$ cat src/hdl/pbpr_pkg.sv
`timescale 1ns / 1ps

package pbpr_pkg;

    // Bar classification codes
    localparam logic [1:0] KIND_NEUTRAL = 2'd0;
    localparam logic [1:0] KIND_OUTSIDE = 2'd1;
    localparam logic [1:0] KIND_INSIDE  = 2'd2;

    // Configuration register indexes
    localparam int NUM_REGS = 8;
    localparam int REG_IDX_W = 3;
    localparam int REG_W = 16;

    localparam logic [REG_IDX_W-1:0] REG_OUTSIDE_RANGE_LOW   = 3'd0;
    localparam logic [REG_IDX_W-1:0] REG_OUTSIDE_RANGE_HIGH  = 3'd1;
    localparam logic [REG_IDX_W-1:0] REG_OUTSIDE_VOLUME_LOW  = 3'd2;
    localparam logic [REG_IDX_W-1:0] REG_OUTSIDE_VOLUME_HIGH = 3'd3;
    localparam logic [REG_IDX_W-1:0] REG_INSIDE_RANGE_LOOSE  = 3'd4;
    localparam logic [REG_IDX_W-1:0] REG_INSIDE_RANGE_TIGHT  = 3'd5;
    localparam logic [REG_IDX_W-1:0] REG_INSIDE_VOLUME_LOOSE = 3'd6;
    localparam logic [REG_IDX_W-1:0] REG_INSIDE_VOLUME_TIGHT = 3'd7;

    typedef logic [NUM_REGS-1:0][REG_W-1:0] cfg_regs_t;

    localparam cfg_regs_t CFG_RESET = {
        16'd20, 16'd50, 16'd10, 16'd25, 16'd300, 16'd150, 16'd900, 16'd500
    };

    // Ratios are in percent
    localparam int RATIO_SCALE = 100;

    // Rank fields
    localparam int HALF_W = 4;
    localparam int LEVEL_W = 3;
    localparam logic [LEVEL_W-1:0] LEVEL_MAX = 3'd5;
    localparam logic [HALF_W-1:0] BASE_HALF = 4'd2;

    // Pipeline load enables
    typedef struct packed {
        logic s1_load;
        logic s2_load;
        logic out_load;
    } pipe_ctrl_t;

endpackage

$ cat src/hdl/pbpr_classify.sv
`timescale 1ns / 1ps

module pbpr_classify #(
    parameter int HISTORY_DEPTH = 4,
    parameter int PRICE_BITS = 32,
    parameter int VOLUME_BITS = 32
) (
    input  logic                   clk,
    input  logic                   rst_n,
    input  pbpr_pkg::pipe_ctrl_t   ctrl,
    input  logic [PRICE_BITS-1:0]  bar_high,
    input  logic [PRICE_BITS-1:0]  bar_low,
    input  logic [VOLUME_BITS-1:0] bar_volume,
    input  logic                   series_start,
    output logic [1:0]             kind_reg,
    output logic [pbpr_pkg::HALF_W-1:0] base_half_reg,
    output logic [PRICE_BITS-1:0]  range_reg,
    output logic [PRICE_BITS-1:0]  prev_range_reg,
    output logic [VOLUME_BITS-1:0] volume_reg,
    output logic [VOLUME_BITS-1:0] prev_volume_reg
);
    import pbpr_pkg::*;

    localparam int SEEN_W = $clog2(HISTORY_DEPTH + 1);

    logic [PRICE_BITS-1:0]  high_hist_reg [HISTORY_DEPTH];
    logic [PRICE_BITS-1:0]  low_hist_reg [HISTORY_DEPTH];
    logic [VOLUME_BITS-1:0] last_volume_reg;
    logic [SEEN_W-1:0]      seen_reg;
    logic [SEEN_W-1:0]      seen_next;

    logic [SEEN_W-1:0]      seen_eff;
    logic                   is_outside;
    logic                   is_inside;
    logic [HISTORY_DEPTH-1:0] engulf;
    logic [HALF_W-1:0]      chain;
    logic                   chain_open;
    logic [1:0]             kind_next;
    logic [HALF_W-1:0]      base_half_next;
    logic [PRICE_BITS-1:0]  range_next;
    logic [PRICE_BITS-1:0]  prev_range_next;

    // A series start hides all held bars
    assign seen_eff = series_start ? '0 : seen_reg;

    // Engulf test against each held bar
    always_comb
    begin
        for (int k = 0; k < HISTORY_DEPTH; k++)
        begin
            engulf[k] = (bar_high > high_hist_reg[k]) && (bar_low < low_hist_reg[k]);
        end
    end

    // Count the unbroken engulfing chain behind the previous bar
    always_comb
    begin
        chain = '0;
        chain_open = 1'b1;
        for (int k = 1; k < HISTORY_DEPTH; k++)
        begin
            if (chain_open && (SEEN_W'(k) < seen_eff) && engulf[k])
            begin
                chain = chain + 1'b1;
            end
            else
            begin
                chain_open = 1'b0;
            end
        end
    end

    // Classify against the previous bar
    assign is_outside = (seen_eff != '0) && engulf[0];
    assign is_inside  = (seen_eff != '0) && (bar_high < high_hist_reg[0])
                        && (bar_low > low_hist_reg[0]) && (bar_volume != '0)
                        && (last_volume_reg != '0);

    always_comb
    begin
        if (is_outside)
        begin
            kind_next = KIND_OUTSIDE;
            base_half_next = BASE_HALF + chain;
        end
        else if (is_inside)
        begin
            kind_next = KIND_INSIDE;
            base_half_next = BASE_HALF;
        end
        else
        begin
            kind_next = KIND_NEUTRAL;
            base_half_next = '0;
        end
    end

    // Ranges saturate to zero for inverted bars
    assign range_next = (bar_high > bar_low) ? (bar_high - bar_low) : '0;
    assign prev_range_next = (high_hist_reg[0] > low_hist_reg[0])
                             ? (high_hist_reg[0] - low_hist_reg[0]) : '0;

    // Advance the bar count, saturating at the history depth
    always_comb
    begin
        if (series_start)
        begin
            seen_next = SEEN_W'(1);
        end
        else if (seen_reg < SEEN_W'(HISTORY_DEPTH))
        begin
            seen_next = seen_reg + 1'b1;
        end
        else
        begin
            seen_next = seen_reg;
        end
    end

    always_ff @(posedge clk or negedge rst_n)
    begin
        if (!rst_n)
        begin
            seen_reg <= '0;
        end
        else if (ctrl.s1_load)
        begin
            seen_reg <= seen_next;
        end
    end

    // Shift history and capture the stage register on each accepted transaction
    always_ff @(posedge clk)
    begin
        if (ctrl.s1_load)
        begin
            for (int k = HISTORY_DEPTH - 1; k > 0; k--)
            begin
                high_hist_reg[k] <= high_hist_reg[k-1];
                low_hist_reg[k] <= low_hist_reg[k-1];
            end
            high_hist_reg[0] <= bar_high;
            low_hist_reg[0] <= bar_low;
            last_volume_reg <= bar_volume;

            kind_reg <= kind_next;
            base_half_reg <= base_half_next;
            range_reg <= range_next;
            prev_range_reg <= prev_range_next;
            volume_reg <= bar_volume;
            prev_volume_reg <= last_volume_reg;
        end
    end

endmodule

$ cat config.mk
export PLATFORM = sky130hd
export DESIGN_NAME = pbpr_classify
export DESIGN_NICKNAME = d
export VERILOG_FILES = /design/src/hdl/pbpr_pkg.sv /design/src/hdl/pbpr_classify.sv
export SDC_FILE = /design/constraint.sdc
export NUM_CORES = 1
export LEC_CHECK = 0
export BUFFER_PORTS_ARGS = -buffer_cell sky130_fd_sc_hd__buf_4
export CORE_UTILIZATION = 60
export CTS_CLUSTER_DIAMETER = 200
export DETAILED_ROUTE_END_ITERATION = 10
export HOLD_SLACK_MARGIN = 0.06
export PLACE_DENSITY = 0.82
export SYNTH_ARGS = -nofsm -noshare
export SYNTH_HDL_FRONTEND = slang
export SYNTH_SLANG_ARGS = --single-unit
$ cat constraint.sdc
create_clock -name clk -period 5.7 [get_ports clk]
set_input_delay 1.425 -clock clk [delete_from_list [all_inputs] [get_ports clk]]
set_output_delay 1.425 -clock clk [all_outputs]
set_load 0.02 [all_outputs]
==> summary.md, run 1 <==
| Metric | Value |
|---|---|
| Status | `completed` |
| Register area share after synthesis | `52.3%` |
| RSZ-0062 raised after global routing | `false` |
| Syn_nets | `2370` |
| Die height | `196 um` |
| Max FO, Critical Path | `3` |
| Synth top cells by count | `edfxtp_1 (390), ha_1 (321), inv_1 (305)` |
| Worst slew margin | `30.2%` |
| Wire length of the first global-routing pass | `89700 um` |
| Setup WS pre-CTS | `-0.169 ns` |
| CTS Buffer Depth | `3` |
| PwrDens | `300 mW/mm^2` |
| DR vias | `16631` |
| Total grt overflow | `0` |
| WL/cell | `21.8 um` |
| Initial core utilization | `61.2%` |
| Post-synth top area share | `52.0%` |
| Share of cells above drive strength 1 | `15.7%` |
| Post-route ant nets | `0` |
| CTS tree | `yes` |
| TritonRoute pass-1 iters | `6` |
| Setup violations, final | `0` |
| Max-slew violations | `0` |
| Largest stage delay on the critical path | `0.39 ns` |
| Worst-path cell chain | `buf_4 > ha_1 > a21o_1 > a21o_1 > a21oi_1 > o21ai_0 > a221oi_1 > buf_4 > o21ai_0 > a211oi_1 > nor4b_1 > ha_1 > nand4bb_1 > a21oi_1 > o221ai_1 > a221o_1 > a311oi_1 > buf_4 > fa_1 > and2_1` |
| Yosys warnings | `0` |
| CP Data Arrival Time | `5.63 ns` |
| CP required | `6.01 ns` |
| Buffers added on ports | `233` |
| Slowest-stage cell, CP | `nor4b_1` |
| Crit. End Element | `flip-flop` |
| Reg clk slew, reported paths | `0.06 ns` |
| Nature of the critical path startpoint | `input pin` |
| Antenna violations before repair | `3` |
| Die area | `0.0383 mm^2` |
| Final worst slack | `0.383 ns` |
| Max-cap violations | `0` |
| GRT Resource Usage Total | `31.0%` |
| Die Span X | `196 um` |
| Routed wire length | `59700 um` |
| Mean Syn Cell Area | `11.6 um^2` |
| Cts hold-fix bufs | `0` |
| Core ar. | `0.0368 mm^2` |
| DR vias/cell | `6.08` |
| Post CTS Setup Buffer Count | `0` |
| Class of the worst hold path | `flip-flop to flip-flop` |
| Clk_lat worst skew | `0.56 ns` |
| Slew @ Worst Pin | `1.04 ns` |
| DRC violations left | `0` |
| DP Cell Count | `2664` |
| Pwr Total | `7.93 mW` |
| FP Rows | `70` |
| TritonCTS Sinks | `393` |
| H-tree lvl count | `2` |
| Crit path top cell by count | `buf_4` |
| Async SR Flop Fraction | `0.763%` |
| Maximum clock rate | `0.188 GHz` |
| Mapped cell area | `0.0225 mm^2` |
| Nets | `2664` |
| # resized after CTS | `0` |
| Root Buffer | `clkbuf_16` |
| Fin crit share | `93.3%` |
| Fin crit period | `5.32 ns` |
| CP Buf/Inv Count | `3` |
| CTS Buf Count | `40` |
| Final Wtd Congestion | `0.945` |
| Cells after Synth | `1944` |
| IO Pins | `236` |
| Area delta synth->final | `17.2%` |
| EDFF count, synth | `390` |
| Critical path type | `input pin to flip-flop` |
| DP HPWL | `46300 um` |
| First DRT Iteration DRCs | `1534` |
| Top FF cell, synth | `edfxtp_1` |
| Post-route insts no fill | `2736` |
| #FFs+latches synth | `393` |
| Leak | `12.1 nW` |
| Area contributors post-synth | `edfxtp_1 (52%), ha_1 (18%), inv_1 (5.1%)` |
| Dominant cell type by area after synthesis | `edfxtp_1` |
| Final Hold Fails | `0` |
| Fillers | `2563` |
| Number of library cell types mapped by synthesis | `71` |
| Max IR drop VDD | `0.000250 V` |
| Most frequent cell after synthesis | `edfxtp_1` |
| Crit path max-delay family | `compound AO/OA/AOI/OAI gates` |
| Largest net degree at the start of global routing | `129` |
| Worst Skew | `0.0162 ns` |
| Vias in the first global route | `16491` |
==> worst reg2reg max path, stage by stage (launching register included) <==
cell       delay [ns]
edfxtp_1         0.37
inv_1            0.07
ha_1             0.23
a21o_1           0.19
a21o_1           0.17
a21oi_1          0.13
o21ai_0          0.16
a221oi_1         0.31
buf_4            0.20
o21ai_0          0.09
a211oi_1         0.30
nor4b_1          0.39
ha_1             0.25
nand4bb_1        0.13
a21oi_1          0.14
o221ai_1         0.12
a221o_1          0.28
a311oi_1         0.25
buf_4            0.17
fa_1             0.39
and2_1           0.14
==> cell usage in the layout (no fill, tap or decap), types with 5 or more instances in the layout <==
cell / instances
and4_1: 9
o211ai_1: 14
xnor2_1: 21
o21ai_0: 81
and2_1: 7
o21a_1: 17
edfxtp_1: 390
a21oi_1: 132
nor2b_1: 23
a2111oi_0: 5
nor4_1: 32
or2_2: 6
nand4_1: 54
clkbuf_1: 12
nor3_2: 5
o31a_1: 6
clkbuf_16: 42
inv_1: 305
o22ai_1: 6
o21bai_1: 10
nor3_1: 27
ha_1: 321
and3_1: 10
o31ai_1: 7
a211oi_1: 20
xor2_1: 19
a31oi_1: 8
nand2_1: 71
buf_4: 267
nor2_1: 112
a21o_1: 92
nand3_1: 28
nand2b_1: 13
==> per-stage QoR <==
step / util (%) / TNS (ns) / hold WS [ns] / cell area, um^2
floorplan: - / 0 / 0.426 / 22500
global placement: 68.2 / -0.160 / 0.429 / 25100
detailed placement: 68.2 / -0.256 / 0.432 / 25100
CTS: 71.7 / 0 / 0.446 / 26400
global route: 71.7 / 0 / 0.451 / 26400
finish: 71.7 / 0 / 0.445 / 26400
==> per-layer routing <==
metal | vias up | global-route usage [%] | routed length [um]
li1 | 7763 | - | -
met1 | 8006 | 38.5 | 22900
met2 | 701 | 52.4 | 29300
met3 | 155 | 6.40 | 4950
met4 | 6 | 13.5 | 2520
met5 | - | 0 | 34
==> power breakdown <==
| part | total, mW | internal (mW) | switching (mW) | leakage [nW] |
|---|---|---|---|---|
| Combinational | 1.70 | 0.668 | 1.03 | 7.60 |
| Sequential | 3.60 | 3.47 | 0.129 | 3.87 |
| Clock | 2.63 | 1.53 | 1.10 | 0.625 |
==> layout make-up <==
| type | count | area (um^2) | share of cell area (%) |
|---|---|---|---|
| repair buffers | 271 | 2080 | 7.88 |
| clock buffers | 57 | 1140 | 4.31 |
| clock inverters | 14 | 156 | 0.593 |
| inverters | 306 | 1150 | 4.35 |
| multi-input cells | 1226 | 9500 | 36.0 |
| diodes | 1 | 2.50 | 0.00948 |
| flip-flops and latches | 393 | 11800 | 44.7 |
| well taps | 468 | 586 | 2.22 |
==> kinds of logic after synthesis <==
family,Yosys count,synth area share [%]
xor+xnor,40,1.56
compound gates,443,12.8
fa+ha+maj,324,18.1
simple gates,415,9.55
buf+inv,325,5.49
flops,393,52.3
mux,4,0.200
==> final timing paths <==
kind | from | to | slack, ns | cells after the start
setup / recovery | bar_low[17] | base_half_reg[0] | 0.38 | 20
hold / removal | low_hist_reg[1][14] | low_hist_reg[2][14] | 0.45 | 0
setup reg to reg | low_hist_reg[1][17] | base_half_reg[0] | 1.00 | 20
hold reg to reg | low_hist_reg[1][14] | low_hist_reg[2][14] | 0.45 | 0
max in group asynchronous | rst_n | seen_reg[1] | 4.95 | 1
min in group asynchronous | rst_n | seen_reg[0] | 0.65 | 1
No activity file was read; power rests on OpenSTA's default activity.
==> run 2, diff against run 1 <==
--- a/config.mk
+++ b/config.mk
@@ -13,2 +13,3 @@
 export PLACE_DENSITY = 0.82
+export RECOVER_POWER = 100
 export SYNTH_ARGS = -nofsm -noshare
==> constraint.sdc (replaced) <==
create_clock -name clk -period 5.7 [get_ports clk]
set_input_delay 0.855 -clock clk [delete_from_list [all_inputs] [get_ports clk]]
set_output_delay 0.855 -clock clk [all_outputs]
set_load 0.02 [all_outputs]
==> run 2 against run 1 <==
  * Wire length up 0.80%
  * Clock-buffer cell count down 10
  * Non-clock buffer count down 27
  * Die area unchanged
  * Setup slack better by 0.23 ns
  * Design area down 3.7%
  * Clock power up 8.0%
  * Sequential share of layout area up 1.7 points
  * The run now ends with capacitance limit, slew limit left
==> summary.md, run 2 (same netlist as run 1, synthesis figures left out) <==
| Metric | Value |
|---|---|
| Status | `finished with violations` |
| Failing checks | `capacitance limit, slew limit` |
| DR vias/cell | `6.13 (+0.84%)` |
| DR vias | `16624 (-0.042%)` |
| Cts hold-fix bufs | `1 (+1)` |
| Worst-path cell chain | `clkbuf_1 > ha_1 > a21o_1 > a21oi_1 > o21ai_0 > a2111oi_0 > o21a_1 > a211oi_1 > nor4b_1 > ha_1 > nand4bb_1 > a21oi_1 > o221ai_1 > a221o_1 > a311oi_1 > fa_1 > and2_0` |
| Int Pwr | `5.70 mW (+0.63%)` |
| Die Span X | `196 um (unchanged)` |
| Initial core utilization | `61.2% (unchanged)` |
| CTS Buf Count | `42 (+5.0%)` |
| Crit path max-delay family | `compound AO/OA/AOI/OAI gates` |
| TritonCTS Sinks | `393 (unchanged)` |
| Part of the power in the clock network | `35.5% (+2.3 points)` |
| Nature of the critical path startpoint | `input pin` |
| Antenna violations before repair | `0 (-3)` |
| Routed wire length | `60100 um (+0.80%)` |
| Die height | `196 um (unchanged)` |
| Comb power frac | `19.6% (-1.9 points)` |
| RSZ-0062 raised after global routing | `false` |
| CP Buf/Inv Count | `1 (-2)` |
| Largest stage delay on the critical path | `0.57 ns (+0.18 ns)` |
| R2R setup slack | `0.85 ns (-0.15 ns)` |
| FP Rows | `70 (unchanged)` |
| Reg clk slew, reported paths | `0.06 ns (about the same)` |
| Nets | `2639 (-0.94%)` |
| DP HPWL | `46600 um (+0.71%)` |
| Post CTS Setup Buffer Count | `0 (unchanged)` |
| GRT Resource Usage Total | `31.6% (+0.61 points)` |
| H-tree lvl count | `2 (unchanged)` |
| First DRT Iteration DRCs | `1540 (+0.39%)` |
| Max IR drop VDD | `0.000254 V (+1.4%)` |
| Final Hold Fails | `0 (unchanged)` |
| Largest net degree at the start of global routing | `142 (+10%)` |
| Most frequent cells in the layout | `edfxtp_1 (390), ha_1 (321), inv_1 (305)` |
| Buffers added on ports | `233 (unchanged)` |
| Clk_lat worst skew | `0.58 ns (+0.02 ns)` |
| Max FO, Critical Path | `7 (+4)` |
| Critical path type | `input pin to flip-flop` |
| Core ar. | `0.0368 mm^2 (unchanged)` |
| Share of cells above drive strength 1 | `4.90% (-11 points)` |
| Final worst slack | `0.613 ns (+0.230 ns)` |
| DRC violations left | `0 (unchanged)` |
| Crit. End Element | `flip-flop` |
| Total negative slack | `0 ns (unchanged)` |
| Slowest-stage cell, CP | `a2111oi_0` |
| CP required | `6.04 ns (+0.03 ns)` |
| Setup WS pre-CTS | `0.198 ns (+0.367 ns)` |
| Post-route ant nets | `0 (unchanged)` |
| Setup violations, final | `0 (unchanged)` |
| Fin crit share | `89.2% (-4.0 points)` |
| CTS Buffer Depth | `3 (unchanged)` |
| Leak | `11.2 nW (-7.2%)` |
| Sw frac | `28.9% (+0.35 points)` |
| Die area | `0.0383 mm^2 (unchanged)` |
| Class of the worst hold path | `flip-flop to flip-flop` |
| Most common cell after layout, fill and taps aside | `edfxtp_1` |
| Area delta synth->final | `12.8%` |
| Vias in the first global route | `16467 (-0.15%)` |
| Final Wtd Congestion | `0.956 (+1.2%)` |
| Wire length of the first global-routing pass | `91100 um (+1.6%)` |
| Net Sw Power | `2.32 mW (+2.3%)` |
| CTS tree | `yes` |
| Worst Skew | `0.0250 ns (+0.00879 ns)` |
| Max-cap violations | `2 (+2)` |
| WL/cell | `22.2 um (+1.7%)` |
| Slew @ Worst Pin | `4.56 ns (+3.53 ns)` |
| Seq pwr share | `44.9% (-0.5 points)` |
| Worst slew margin | `-204% (-230 points)` |
| Maximum clock rate | `0.197 GHz (+4.5%)` |
| Ant diodes | `0 (-1)` |
| Root Buffer | `clkbuf_16` |
| Max-slew violations | `132 (+132)` |
| TritonRoute pass-1 iters | `6 (unchanged)` |
| IO Pins | `236 (unchanged)` |
| Total grt overflow | `0 (unchanged)` |
| Fin crit period | `5.09 ns (-0.230 ns)` |
| # resized after CTS | `0 (unchanged)` |
| Fillers | `2762 (+7.8%)` |
| CP Data Arrival Time | `5.42 ns (-0.21 ns)` |
| PwrDens | `315 mW/mm^2 (+5.0%)` |
-- run 2: routing by layer --
layer / global-route usage (%) / vias to the layer above / wire length (um)
li1: - / 7727 / -
met1: 40.5 / 8089 / 23600
met4: 12.1 / 0 / 2260
met3: 5.42 / 132 / 4690
met5: 0 / - / 0
met2: 53.6 / 676 / 29600
-- run 2: power groups by stage --
| stage | Clock, mW | Sequential, mW | Combinational (mW) |
|---|---|---|---|
| after CTS | 2.87 | 3.60 | 1.67 |
| after global routing | 2.97 | 3.62 | 1.73 |
| final | 2.84 | 3.60 | 1.57 |
| after detailed placement | 0 | 3.65 | 1.65 |
| after global placement | 0 | 3.64 | 1.59 |
| after floorplan | 0 | 3.73 | 0.887 |
-- run 2: layout make-up --
cell class	count	area [um^2]	area share [%]
clock inverter	28	343	1.35
timing repair buffer	244	1040	4.10
tap	468	586	2.30
sequential	393	11800	46.4
clock buffer	47	1070	4.21
inverter	306	1150	4.52
multi-input combinational	1226	9430	37.1
-- run 2: worst paths after layout --
check | endpoint | from | cells past startpoint
min in group asynchronous | seen_reg[1] | rst_n | 2
hold / removal | high_hist_reg[3][20] | high_hist_reg[2][20] | 0
setup / recovery | base_half_reg[0] | bar_low[1] | 17
max in group asynchronous | seen_reg[2] | rst_n | 2
hold reg to reg | high_hist_reg[3][20] | high_hist_reg[2][20] | 0
setup reg to reg | prev_range_reg[27] | high_hist_reg[0][0] | 12
-- run 2: stage by stage --
step / power (mW) / hold slack (ns) / instances / util (%) / cell area (um^2)
6_report: 8.02 / 0.441 / 2712 / 69.1 / 25400
5_1_grt: 8.32 / 0.448 / 2712 / 69.1 / 25400
4_1_cts: 8.14 / 0.433 / 2712 / 71.4 / 26300
3_5_place_dp: 5.30 / 0.432 / 2636 / 67.6 / 24900
3_3_place_gp: 5.23 / 0.427 / 2636 / 67.6 / 24900
2_1_floorplan: 4.62 / 0.426 / 1944 / - / 22500
